File: config.mk
export PLATFORM = sky130hd
export DESIGN_NAME = iou_box_match_counter_core
export DESIGN_NICKNAME = d
export VERILOG_FILES = /design/src/ioubmc_pkg.sv /design/src/ioubmc_box_ram.sv /design/src/iou_box_match_counter_core.sv
export VERILOG_INCLUDE_DIRS = /design/src /design/src/src
export SDC_FILE = /design/constraint.sdc
export NUM_CORES = 2
export LEC_CHECK = 0
export BUFFER_PORTS_ARGS = -buffer_cell sky130_fd_sc_hd__buf_2
export CORE_AREA = 2 2 438 440
export DETAILED_ROUTE_END_ITERATION = 8
export DIE_AREA = 0 0 440 442
export GPL_TIMING_DRIVEN = 0
export HOLD_SLACK_MARGIN = 0.1
export REMOVE_ABC_BUFFERS = 1
export SYNTH_ARGS = -nofsm -noshare
export SYNTH_HDL_FRONTEND = slang
export SYNTH_SLANG_ARGS = --single-unit
File: constraint.sdc
create_clock -name clock -period 24.6 [get_ports clock]
set_input_delay 7.38 -clock clock [delete_from_list [all_inputs] [get_ports clock]]
set_output_delay 7.38 -clock clock [all_outputs]
set_load 0.01 [all_outputs]
File: src/iou_box_match_counter_core_assert.svh
// assertion macros shared by the rtl
`ifndef IOU_BOX_MATCH_COUNTER_CORE_ASSERT_SVH
`define IOU_BOX_MATCH_COUNTER_CORE_ASSERT_SVH

// condition holds at every edge outside reset
`define IOUBMC_ASSERT_HOLDS(label, clk, rst, expr) \
   label: assert property (@(posedge clk) disable iff (rst) (expr)) \
      else $error("ioubmc assertion failed");

// consequence holds in the same cycle
`define IOUBMC_ASSERT_IMPLIES(label, clk, rst, ante, cons) \
   label: assert property (@(posedge clk) disable iff (rst) (ante) |-> (cons)) \
      else $error("ioubmc assertion failed");

// consequence holds in the next cycle
`define IOUBMC_ASSERT_NEXT(label, clk, rst, ante, cons) \
   label: assert property (@(posedge clk) disable iff (rst) (ante) |=> (cons)) \
      else $error("ioubmc assertion failed");

`endif

File: src/ioubmc_pkg.sv
package ioubmc_pkg;

   localparam int FIELD_W     = 12;
   localparam int REQ_TDATA_W = 48;
   localparam int REQ_TUSER_W = 2;
   localparam int RSP_TDATA_W = 80;
   localparam int RSP_TUSER_W = 1;
   localparam int RSP_PAD_W   = 2;
   localparam int IDX_OUT_W   = 4;

   localparam int TOTAL_W     = 24;
   localparam int TOTAL_SUM_W = TOTAL_W + 1;
   localparam logic [TOTAL_W-1:0] TOTAL_MAX = '1;

   localparam int THRESH_W = 8;
   localparam logic [THRESH_W-1:0] THRESH_RESET = 8'd128;
   localparam int THRESH_DEN = 256;

   localparam int CSR_ADDR_W  = 3;
   localparam int CSR_DATA_W  = 32;
   localparam int CSR_REG_LSB = 2;
   localparam logic [CSR_ADDR_W-CSR_REG_LSB-1:0] REG_MATCH_THRESHOLD = '0;

   localparam logic KIND_DETECT = 1'b0;
   localparam logic KIND_TOTALS = 1'b1;

   typedef enum logic [1:0] {
      OP_LOAD   = 2'd0,
      OP_DETECT = 2'd1,
      OP_END    = 2'd2,
      OP_NONE   = 2'd3
   } opcode_type;

   typedef enum logic [13:0] {
      ST_IDLE  = 14'b00000000000001,
      ST_DAREA = 14'b00000000000010,
      ST_FETCH = 14'b00000000000100,
      ST_GEOM  = 14'b00000000001000,
      ST_MUL_I = 14'b00000000010000,
      ST_MUL_G = 14'b00000000100000,
      ST_UNION = 14'b00000001000000,
      ST_X0    = 14'b00000010000000,
      ST_X1    = 14'b00000100000000,
      ST_X2    = 14'b00001000000000,
      ST_Y1    = 14'b00010000000000,
      ST_CMP   = 14'b00100000000000,
      ST_COUNT = 14'b01000000000000,
      ST_DONE  = 14'b10000000000000
   } state_type;

endpackage

File: src/ioubmc_box_ram.sv
module ioubmc_box_ram #(
   parameter int DEPTH  = 16,
   parameter int ADDR_W = 4,
   parameter int DATA_W = 48
) (
   input  logic              clock,
   input  logic              wr_en,
   input  logic [ADDR_W-1:0] wr_addr,
   input  logic [DATA_W-1:0] wr_data,
   input  logic              rd_en,
   input  logic [ADDR_W-1:0] rd_addr,
   output logic [DATA_W-1:0] rd_data
);

   logic [DATA_W-1:0] mem_ff [DEPTH];
   logic [DATA_W-1:0] rd_data_ff;

   always_ff @(posedge clock) begin
      if (wr_en) begin
         mem_ff[wr_addr] <= wr_data;
      end
      if (rd_en) begin
         rd_data_ff <= mem_ff[rd_addr];
      end
   end

   assign rd_data = rd_data_ff;

endmodule

File: src/iou_box_match_counter_core.sv
// iou box match counter: scores detections against the truth boxes of one image.
// req channel: one word per item, tuser selects load truth box, detection or end of
// image; tdata carries the box corners. rsp channel: one word per detection (match
// flag and table index) and one per end of image (totals); loads give no word.
// csr port: apb, match_threshold at byte address 0; the user must write it only while
// idle, which the block itself does not enforce. a load is stored without leaving idle.
// a detection computes its own area once on the shared multiplier, then for each stored
// box in turn two areas and two cross products (two halves each); a box that does not
// overlap skips the multiplications and a degenerate union skips the cross products.
// an end of image walks the hit marks one per cycle. req_tready is low while an item
// is in work.
// results sit in an output register; the block takes the next item while one waits,
// and a finished item holds in its last step until the register frees.
// reset clears the table, hit marks, totals and overflow flag and sets the threshold
// to 128; the box memory is not cleared, entries are read only after being loaded.
`include "iou_box_match_counter_core_assert.svh"

module iou_box_match_counter_core #(
   parameter int MAX_TRUTH  = 16,
   parameter int COORD_BITS = 12
) (
   input  logic clock,
   input  logic reset,
   input  logic req_tvalid,
   output logic req_tready,
   // left_col, top_row, right_col, bottom_row
   input  logic [ioubmc_pkg::REQ_TDATA_W-1:0] req_tdata,
   // opcode
   input  logic [ioubmc_pkg::REQ_TUSER_W-1:0] req_tuser,
   output logic rsp_tvalid,
   input  logic rsp_tready,
   // matched, match_index, true_positives, false_positives, false_negatives,
   // table_overflow, zero fill
   output logic [ioubmc_pkg::RSP_TDATA_W-1:0] rsp_tdata,
   // result_kind
   output logic [ioubmc_pkg::RSP_TUSER_W-1:0] rsp_tuser,
   input  logic csr_psel,
   input  logic csr_penable,
   input  logic csr_pwrite,
   input  logic [ioubmc_pkg::CSR_ADDR_W-1:0] csr_paddr,
   input  logic [ioubmc_pkg::CSR_DATA_W-1:0] csr_pwdata,
   output logic [ioubmc_pkg::CSR_DATA_W-1:0] csr_prdata,
   output logic csr_pready
);

   import ioubmc_pkg::*;

   localparam int CW      = COORD_BITS;
   localparam int SPAN_W  = CW + 1;
   localparam int AREA_W  = 2 * SPAN_W;
   localparam int UNI_W   = AREA_W + 1;
   localparam int LIMB_W  = SPAN_W + 1;
   localparam int MP_W    = AREA_W + LIMB_W;
   localparam int CROSS_W = MP_W + LIMB_W;
   localparam int CNT_W   = $clog2(MAX_TRUTH + 1);
   localparam int IDX_W   = (MAX_TRUTH > 1) ? $clog2(MAX_TRUTH) : 1;
   localparam int BOX_W   = 4 * CW;

   function automatic logic [SPAN_W-1:0] span(input logic [CW-1:0] a, input logic [CW-1:0] b);
      logic [CW-1:0] diff;
      diff = (a > b) ? a - b : b - a;
      return {1'b0, diff} + SPAN_W'(1);
   endfunction

   state_type state_ff, state_in;
   logic [THRESH_W-1:0] thresh_ff, thresh_in;
   logic [CNT_W-1:0] truth_count_ff, truth_count_in;
   logic overflow_ff, overflow_in;
   logic [MAX_TRUTH-1:0] hit_marks_ff, hit_marks_in;
   logic [TOTAL_W-1:0] tp_ff, tp_in, fp_ff, fp_in, fn_ff, fn_in;
   logic rsp_valid_ff, rsp_valid_in;

   logic [CW-1:0] det_l_ff, det_l_in, det_t_ff, det_t_in;
   logic [CW-1:0] det_r_ff, det_r_in, det_b_ff, det_b_in;
   logic [CNT_W-1:0] i_ff, i_in, hits_ff, hits_in;
   logic [SPAN_W-1:0] iw_ff, iw_in, ih_ff, ih_in, gw_ff, gw_in, gh_ff, gh_in;
   logic [AREA_W-1:0] ad_ff, ad_in, ai_ff, ai_in, ag_ff, ag_in, bn_ff, bn_in;
   logic [UNI_W-1:0] uni_ff, uni_in, bd_ff, bd_in;
   logic [MP_W-1:0] acc_ff, acc_in, prod_ff, prod_in;
   logic [CROSS_W-1:0] x_ff, x_in;
   logic [IDX_W-1:0] best_idx_ff, best_idx_in;
   logic matched_ff, matched_in, item_kind_ff, item_kind_in;

   logic rsp_kind_ff, rsp_kind_in, rsp_matched_ff, rsp_matched_in, rsp_ovf_ff, rsp_ovf_in;
   logic [IDX_OUT_W-1:0] rsp_idx_ff, rsp_idx_in;
   logic [TOTAL_W-1:0] rsp_tp_ff, rsp_tp_in, rsp_fp_ff, rsp_fp_in, rsp_fn_ff, rsp_fn_in;

   logic req_fire, out_load, last_box, no_ovl, ram_wr_en, ram_rd_en;
   opcode_type req_op;
   logic [CW-1:0] req_l, req_t, req_r, req_b, g_l, g_t, g_r, g_b;
   logic [BOX_W-1:0] ram_rd_data;
   logic [CNT_W-1:0] i_next;
   logic [AREA_W-1:0] mul_a;
   logic [LIMB_W-1:0] mul_b;
   logic [MP_W-1:0] mul_p;
   logic [UNI_W-1:0] uni_sum;
   logic [CROSS_W-1:0] cross_sum;
   logic [TOTAL_SUM_W-1:0] tp_sum, fn_sum;
   logic [TOTAL_W-1:0] tp_sat, fn_sat, fp_sat;
   logic [CNT_W-1:0] misses;

   assign req_tready = (state_ff == ST_IDLE);
   assign req_fire   = req_tvalid && req_tready;
   assign req_op     = opcode_type'(req_tuser[1:0]);
   assign req_l = CW'(req_tdata[FIELD_W-1:0]);
   assign req_t = CW'(req_tdata[2*FIELD_W-1:FIELD_W]);
   assign req_r = CW'(req_tdata[3*FIELD_W-1:2*FIELD_W]);
   assign req_b = CW'(req_tdata[4*FIELD_W-1:3*FIELD_W]);

   ioubmc_box_ram #(
      .DEPTH (MAX_TRUTH),
      .ADDR_W(IDX_W),
      .DATA_W(BOX_W)
   ) u_box_ram (
      .clock  (clock),
      .wr_en  (ram_wr_en),
      .wr_addr(truth_count_ff[IDX_W-1:0]),
      .wr_data({req_b, req_r, req_t, req_l}),
      .rd_en  (ram_rd_en),
      .rd_addr(i_ff[IDX_W-1:0]),
      .rd_data(ram_rd_data)
   );

   assign g_l = ram_rd_data[CW-1:0];
   assign g_t = ram_rd_data[2*CW-1:CW];
   assign g_r = ram_rd_data[3*CW-1:2*CW];
   assign g_b = ram_rd_data[4*CW-1:3*CW];
   assign no_ovl = (det_l_ff > g_r) || (det_r_ff < g_l) || (det_t_ff > g_b) || (det_b_ff < g_t);

   // shared multiplier
   always_comb begin
      unique case (state_ff)
         ST_DAREA: begin
            mul_a = AREA_W'(span(det_r_ff, det_l_ff));
            mul_b = LIMB_W'(span(det_b_ff, det_t_ff));
         end
         ST_MUL_I: begin
            mul_a = AREA_W'(iw_ff);
            mul_b = LIMB_W'(ih_ff);
         end
         ST_MUL_G: begin
            mul_a = AREA_W'(gw_ff);
            mul_b = LIMB_W'(gh_ff);
         end
         ST_X0: begin
            mul_a = ai_ff;
            mul_b = bd_ff[LIMB_W-1:0];
         end
         ST_X1: begin
            mul_a = ai_ff;
            mul_b = LIMB_W'(bd_ff[UNI_W-1:LIMB_W]);
         end
         ST_X2: begin
            mul_a = bn_ff;
            mul_b = uni_ff[LIMB_W-1:0];
         end
         ST_Y1: begin
            mul_a = bn_ff;
            mul_b = LIMB_W'(uni_ff[UNI_W-1:LIMB_W]);
         end
         default: begin
            mul_a = '0;
            mul_b = '0;
         end
      endcase
   end

   assign mul_p     = MP_W'(mul_a) * MP_W'(mul_b);
   assign uni_sum   = {1'b0, ad_ff} + {1'b0, ag_ff};
   assign cross_sum = CROSS_W'(acc_ff) + {prod_ff, {LIMB_W{1'b0}}};
   assign i_next    = i_ff + CNT_W'(1);
   assign last_box  = (i_next == truth_count_ff);

   assign misses = truth_count_ff - hits_ff;
   assign tp_sum = TOTAL_SUM_W'(tp_ff) + TOTAL_SUM_W'(hits_ff);
   assign fn_sum = TOTAL_SUM_W'(fn_ff) + TOTAL_SUM_W'(misses);
   assign tp_sat = (tp_sum > {1'b0, TOTAL_MAX}) ? TOTAL_MAX : tp_sum[TOTAL_W-1:0];
   assign fn_sat = (fn_sum > {1'b0, TOTAL_MAX}) ? TOTAL_MAX : fn_sum[TOTAL_W-1:0];
   assign fp_sat = (fp_ff == TOTAL_MAX) ? fp_ff : fp_ff + TOTAL_W'(1);

   always_comb begin
      state_in = state_ff;
      thresh_in = thresh_ff;
      truth_count_in = truth_count_ff;
      overflow_in = overflow_ff;
      hit_marks_in = hit_marks_ff;
      tp_in = tp_ff;
      fp_in = fp_ff;
      fn_in = fn_ff;
      det_l_in = det_l_ff;
      det_t_in = det_t_ff;
      det_r_in = det_r_ff;
      det_b_in = det_b_ff;
      i_in = i_ff;
      hits_in = hits_ff;
      iw_in = iw_ff;
      ih_in = ih_ff;
      gw_in = gw_ff;
      gh_in = gh_ff;
      ad_in = ad_ff;
      ai_in = ai_ff;
      ag_in = ag_ff;
      bn_in = bn_ff;
      uni_in = uni_ff;
      bd_in = bd_ff;
      acc_in = acc_ff;
      prod_in = prod_ff;
      x_in = x_ff;
      best_idx_in = best_idx_ff;
      matched_in = matched_ff;
      item_kind_in = item_kind_ff;
      ram_wr_en = 1'b0;
      ram_rd_en = 1'b0;
      out_load = 1'b0;
      rsp_kind_in = rsp_kind_ff;
      rsp_matched_in = rsp_matched_ff;
      rsp_idx_in = rsp_idx_ff;
      rsp_tp_in = rsp_tp_ff;
      rsp_fp_in = rsp_fp_ff;
      rsp_fn_in = rsp_fn_ff;
      rsp_ovf_in = rsp_ovf_ff;

      if (csr_psel && csr_penable && csr_pwrite && csr_pready &&
          csr_paddr[CSR_ADDR_W-1:CSR_REG_LSB] == REG_MATCH_THRESHOLD) begin
         thresh_in = csr_pwdata[THRESH_W-1:0];
      end

      unique case (state_ff)
         ST_IDLE: begin
            if (req_fire) begin
               det_l_in = req_l;
               det_t_in = req_t;
               det_r_in = req_r;
               det_b_in = req_b;
               i_in = '0;
               hits_in = '0;
               matched_in = 1'b0;
               best_idx_in = '0;
               bn_in = AREA_W'(thresh_ff);
               bd_in = UNI_W'(THRESH_DEN);
               unique case (req_op)
                  OP_LOAD: begin
                     if (truth_count_ff < CNT_W'(MAX_TRUTH)) begin
                        ram_wr_en = 1'b1;
                        hit_marks_in[truth_count_ff[IDX_W-1:0]] = 1'b0;
                        truth_count_in = truth_count_ff + CNT_W'(1);
                     end else begin
                        overflow_in = 1'b1;
                     end
                  end
                  OP_DETECT: begin
                     item_kind_in = KIND_DETECT;
                     state_in = ST_DAREA;
                  end
                  OP_END: begin
                     item_kind_in = KIND_TOTALS;
                     state_in = (truth_count_ff == '0) ? ST_DONE : ST_COUNT;
                  end
                  OP_NONE: begin
                  end
               endcase
            end
         end
         ST_DAREA: begin
            ad_in = mul_p[AREA_W-1:0];
            state_in = (truth_count_ff == '0) ? ST_DONE : ST_FETCH;
         end
         ST_FETCH: begin
            ram_rd_en = 1'b1;
            state_in = ST_GEOM;
         end
         ST_GEOM: begin
            iw_in = span((det_r_ff < g_r) ? det_r_ff : g_r, (det_l_ff > g_l) ? det_l_ff : g_l);
            ih_in = span((det_b_ff < g_b) ? det_b_ff : g_b, (det_t_ff > g_t) ? det_t_ff : g_t);
            gw_in = span(g_r, g_l);
            gh_in = span(g_b, g_t);
            if (no_ovl) begin
               i_in = i_next;
               state_in = last_box ? ST_DONE : ST_FETCH;
            end else begin
               state_in = ST_MUL_I;
            end
         end
         ST_MUL_I: begin
            ai_in = mul_p[AREA_W-1:0];
            state_in = ST_MUL_G;
         end
         ST_MUL_G: begin
            ag_in = mul_p[AREA_W-1:0];
            state_in = ST_UNION;
         end
         ST_UNION: begin
            // degenerate union scores zero
            if ({1'b0, ai_ff} >= uni_sum) begin
               i_in = i_next;
               state_in = last_box ? ST_DONE : ST_FETCH;
            end else begin
               uni_in = uni_sum - {1'b0, ai_ff};
               state_in = ST_X0;
            end
         end
         ST_X0: begin
            acc_in = mul_p;
            state_in = ST_X1;
         end
         ST_X1: begin
            prod_in = mul_p;
            state_in = ST_X2;
         end
         ST_X2: begin
            x_in = cross_sum;
            acc_in = mul_p;
            state_in = ST_Y1;
         end
         ST_Y1: begin
            prod_in = mul_p;
            state_in = ST_CMP;
         end
         ST_CMP: begin
            if (x_ff > cross_sum) begin
               bn_in = ai_ff;
               bd_in = uni_ff;
               matched_in = 1'b1;
               best_idx_in = i_ff[IDX_W-1:0];
            end
            i_in = i_next;
            state_in = last_box ? ST_DONE : ST_FETCH;
         end
         ST_COUNT: begin
            hits_in = hits_ff + CNT_W'(hit_marks_ff[i_ff[IDX_W-1:0]]);
            i_in = i_next;
            state_in = last_box ? ST_DONE : ST_COUNT;
         end
         ST_DONE: begin
            if (!rsp_valid_ff || rsp_tready) begin
               out_load = 1'b1;
               state_in = ST_IDLE;
               rsp_kind_in = item_kind_ff;
               rsp_ovf_in = overflow_ff;
               rsp_tp_in = tp_ff;
               rsp_fp_in = fp_ff;
               rsp_fn_in = fn_ff;
               if (item_kind_ff == KIND_DETECT) begin
                  rsp_matched_in = matched_ff;
                  rsp_idx_in = matched_ff ? IDX_OUT_W'(best_idx_ff) : '0;
                  if (matched_ff) begin
                     hit_marks_in[best_idx_ff] = 1'b1;
                  end else begin
                     fp_in = fp_sat;
                     rsp_fp_in = fp_sat;
                  end
               end else begin
                  rsp_matched_in = 1'b0;
                  rsp_idx_in = '0;
                  tp_in = tp_sat;
                  fn_in = fn_sat;
                  rsp_tp_in = tp_sat;
                  rsp_fn_in = fn_sat;
                  truth_count_in = '0;
                  overflow_in = 1'b0;
                  hit_marks_in = '0;
               end
            end
         end
         default: begin
            state_in = ST_IDLE;
         end
      endcase

      rsp_valid_in = out_load ? 1'b1 : (rsp_valid_ff && !rsp_tready);
   end

   always_ff @(posedge clock) begin
      if (reset) begin
         state_ff <= ST_IDLE;
         thresh_ff <= THRESH_RESET;
         truth_count_ff <= '0;
         overflow_ff <= 1'b0;
         hit_marks_ff <= '0;
         tp_ff <= '0;
         fp_ff <= '0;
         fn_ff <= '0;
         rsp_valid_ff <= 1'b0;
      end else begin
         state_ff <= state_in;
         thresh_ff <= thresh_in;
         truth_count_ff <= truth_count_in;
         overflow_ff <= overflow_in;
         hit_marks_ff <= hit_marks_in;
         tp_ff <= tp_in;
         fp_ff <= fp_in;
         fn_ff <= fn_in;
         rsp_valid_ff <= rsp_valid_in;
      end
   end

   always_ff @(posedge clock) begin
      det_l_ff <= det_l_in;
      det_t_ff <= det_t_in;
      det_r_ff <= det_r_in;
      det_b_ff <= det_b_in;
      i_ff <= i_in;
      hits_ff <= hits_in;
      iw_ff <= iw_in;
      ih_ff <= ih_in;
      gw_ff <= gw_in;
      gh_ff <= gh_in;
      ad_ff <= ad_in;
      ai_ff <= ai_in;
      ag_ff <= ag_in;
      bn_ff <= bn_in;
      uni_ff <= uni_in;
      bd_ff <= bd_in;
      acc_ff <= acc_in;
      prod_ff <= prod_in;
      x_ff <= x_in;
      best_idx_ff <= best_idx_in;
      matched_ff <= matched_in;
      item_kind_ff <= item_kind_in;
      rsp_kind_ff <= rsp_kind_in;
      rsp_matched_ff <= rsp_matched_in;
      rsp_idx_ff <= rsp_idx_in;
      rsp_tp_ff <= rsp_tp_in;
      rsp_fp_ff <= rsp_fp_in;
      rsp_fn_ff <= rsp_fn_in;
      rsp_ovf_ff <= rsp_ovf_in;
   end

   assign rsp_tvalid = rsp_valid_ff;
   assign rsp_tuser  = rsp_kind_ff;
   assign rsp_tdata  = {RSP_PAD_W'(0), rsp_ovf_ff, rsp_fn_ff, rsp_fp_ff, rsp_tp_ff,
                        rsp_idx_ff, rsp_matched_ff};

   assign csr_pready = 1'b1;
   assign csr_prdata = (csr_paddr[CSR_ADDR_W-1:CSR_REG_LSB] == REG_MATCH_THRESHOLD) ?
                       CSR_DATA_W'(thresh_ff) : '0;

   `IOUBMC_ASSERT_HOLDS(a_count_in_range, clock, reset, truth_count_ff <= CNT_W'(MAX_TRUTH))
   `IOUBMC_ASSERT_IMPLIES(a_match_has_hit, clock, reset,
      rsp_valid_ff && rsp_kind_ff == KIND_DETECT && rsp_matched_ff, hit_marks_ff != '0)
   `IOUBMC_ASSERT_NEXT(a_totals_clear_table, clock, reset,
      out_load && item_kind_ff == KIND_TOTALS,
      truth_count_ff == '0 && hit_marks_ff == '0 && !overflow_ff)

endmodule
==> impl_metrics.yaml <==
drt:
  drc_errors: 0
  vias: 52724
  detail-route-antenna-nets: 0
  dr.pass1.iters: 8
  via_per_inst: 5.57
  routed_wirelength_mm: 212
  wl_per_cell_um: 22.4
  drt_iter0_drc: 4475
floorplanning:
  initial_utilization_pct: 42.8
  die_y_um: 442
  fp.coreArea_um2: 190000
  dieWidth_um: 440
  io_pins: 208
  rows: 160
  die-area_um2: 194000
clock_tree:
  clk_path_buf_depth: 3
  cts_tree: "done"
  clk-insertion-delay-late_ns: 0.83
  root_buffer: "clkbuf_16"
  postCtsSetupBuffers: 0
  cts.repair.resized: 0
  clock_sinks: 1420
  htree_levels: 4
  path_clk_slew_ns: 0.06
  cts_made_buffers: 152
  cts_hold_buf: 0
logic_synthesis:
  yosysWarningCount: 0
  synth_top_cell_area_share_pct: 48.3
  yosysSeqAreaShare_pct: 51.2
  synth_cell_types: 86
  synth_edf_count: 1303
  synth.avg_cell_area_um2: 12.3
  postSynthCellCount: 6613
  ys.flop_type: "edfxtp_1"
  async_reset_ff_share_pct: 0
  yosysMostFrequentCell: "edfxtp_1"
  synth_top_area_cell: "edfxtp_1"
  ys_top_cells_by_count: "edfxtp_1, nand2_1, inv_1"
  ys_ff_latch: 1420
  synthTopCellsByArea: "edfxtp_1, ha_1, fa_1"
  netlist_area_um2: 81100
timing:
  tightest_slew_ns: 1.38
  relSlewSlack_pct: 7.93
  fin_hold_ws_ns: 0.427
  fmax_ghz: 0.0657
  finalCritPeriodShare_pct: 61.9
  rsz0062_at_grt: "no"
  setup_viol: 0
  fin_skew_ns: 0.0462
  tns_ns: 0
  slew_viol_final: 0
  final.setup.worst_slack_ns: 9.38
  hold_viol_final: 0
  finalCriticalPeriod_ns: 15.22
worst_setup_path:
  r2r_start: "det_b_ff[0]$_DFFE_PP_"
  cp.arrival_ns: 7.84
  worst-path-max-fanout: 10
  cp.required_ns: 17.22
  end_kind: "output pin"
  start_kind: "primary input"
  worst-setup-path-type: "primary input to output pin"
  rr_endpoint: "prod_ff[38]$_DFFE_PP_"
  reg2reg_depth: 36
  reg2reg_slack_ns: 12.40
cells_and_area:
  final_layout_size_suffix_gt1_share_pct: 11.5
  areaGrowthSynthToFinish_pct: 13.7
  nets: 7721
  fin_area_um2: 92200
global_routing:
  overflow: 0
  grt_usage_pct: 21.7
  grt_pass1_vias: 53197
  grt_pass1_wl_mm: 325
  grt_max_degree: 99
  antenna_found_initial: 19
run:
  maxCapViolations: 0
placed_design:
  hpwl_mm: 157
  dpl_cell_area_um2: 87100
  gp_congestion: 0.918
  dp_slack_ns: 9.40
  io_buffers: 154
pwr:
  leakage_uw: 0.0355
  vdd_drop_max_v: 0.0000687
  p_per_area_nw_per_um2: 63.6
min_path:
  hp-class: "flip-flop to flip-flop"
  min_to: "rsp_ovf_ff$_DFFE_PP_"
  min_from: "overflow_ff$_SDFFE_PP0P_"
  holdPathStages: 0
run_status:
  status: "completed"
## worst max-delay path, cell delays in order
cell,delay (ns)
buf_2,0.15
nor2b_1,0.15
buf_2,0.15
## registers in the layout, indices dropped and copies added (netlist names), 16 cells and up
name and cells:
ag_ff 26, u_box_ram.rd_data 48, rsp_fp_ff 24, bd_ff 27, fp_ff 24, prod_ff 40
hit_marks_ff 16, uni_ff 27, acc_ff 40, rsp_tp_ff 24, rsp_fn_ff 24, fn_ff 24
x_ff 54, bn_ff 26, u_box_ram.mem_ff 768, ad_ff 26, tp_ff 24, ai_ff 26
## routing by layer
layer	global-route usage [%]	part of all wire (%)
met5	0	0.062
met4	6.70	2.9
met3	2.92	4.8
met2	35.8	48
met1	29.7	44
## worst max path at each step
stage	slack, ns	startpoint	to	cells after the start
3_5_place_dp	9.40	csr_paddr[2]	csr_prdata[7]	3
2_1_floorplan	9.66	csr_paddr[2]	csr_prdata[0]	1
5_1_grt	9.35	csr_paddr[2]	csr_prdata[7]	3
3_3_place_gp	5.53	state_ff[13]$_SDFFE_PP0P_	prod_ff[38]$_DFFE_PP_	27
6_report	9.38	csr_paddr[2]	csr_prdata[7]	3
4_1_cts	9.39	csr_paddr[2]	csr_prdata[1]	3
## cell families after synthesis
| logic type | Yosys count | share of synthesized area [%] |
|---|---|---|
| AND/OR/NAND/NOR | 1561 | 9.47 |
| XOR/XNOR | 318 | 3.44 |
| AO/OA/AOI/OAI | 1273 | 10.1 |
| buffers and inverters | 835 | 4.04 |
| multiplexers | 404 | 6.62 |
| flip-flops | 1420 | 51.2 |
| adder cells (fa/ha/maj) | 800 | 15.2 |
| other | 2 | 0.00926 |
## per-stage QoR
stage	cells	util, %	power (µW)
2_1_floorplan	6354	-	3320
3_3_place_gp	9019	44.2	3590
3_5_place_dp	9186	45.9	3560
4_1_cts	9460	48.6	5910
5_1_grt	9464	48.6	6070
6_report	9465	48.6	5860
## cells in the final DEF, fill, tap and decap left out, types with 21 or more instances in the layout
master,synthesis,layout
edfxtp_1,1303,1303
nand2_1,595,594
inv_1,550,547
ha_1,497,497
a21oi_1,397,397
fa_1,303,303
o21ai_0,253,252
mux2i_1,231,231
nor2_1,226,211
xnor2_1,187,187
clkbuf_16,0,153
buf_2,4,153
a21o_1,149,149
and2_1,148,147
xor2_1,131,131
dfxtp_1,117,117
nand3_1,108,107
mux4_2,98,98
nor2b_1,93,92
mux2_2,75,75
a22oi_1,68,68
nor3_1,72,67
nand4_1,66,66
nand2b_1,59,59
a221oi_1,57,57
buf_6,3,57
buf_16,0,49
a211oi_1,46,46
a31oi_1,40,40
and3_1,38,38
o211ai_1,33,33
a222oi_1,32,32
or3_1,31,31
buf_12,0,31
clkbuf_1,212,29
conb_1,2,27
o21a_1,26,26
clkinv_1,0,24
clkinv_2,0,24
buf_4,30,21
## power breakdown
part | internal [µW] | switching (µW)
Combinational | 336 | 480
Clock | 1360 | 988
Sequential | 2670 | 33.6
## layout make-up
type / instances / area (µm²)
inverters: 551 / 2080
clock buffers: 186 / 3990
multi-input cells: 4383 / 36700
repair buffers: 321 / 3680
flip-flops and latches: 1420 / 41500
well taps: 2511 / 3140
clock inverters: 88 / 1130
diodes: 5 / 12.5
fillers: 16510 / 97400
Power figures use the tool's default switching activity.
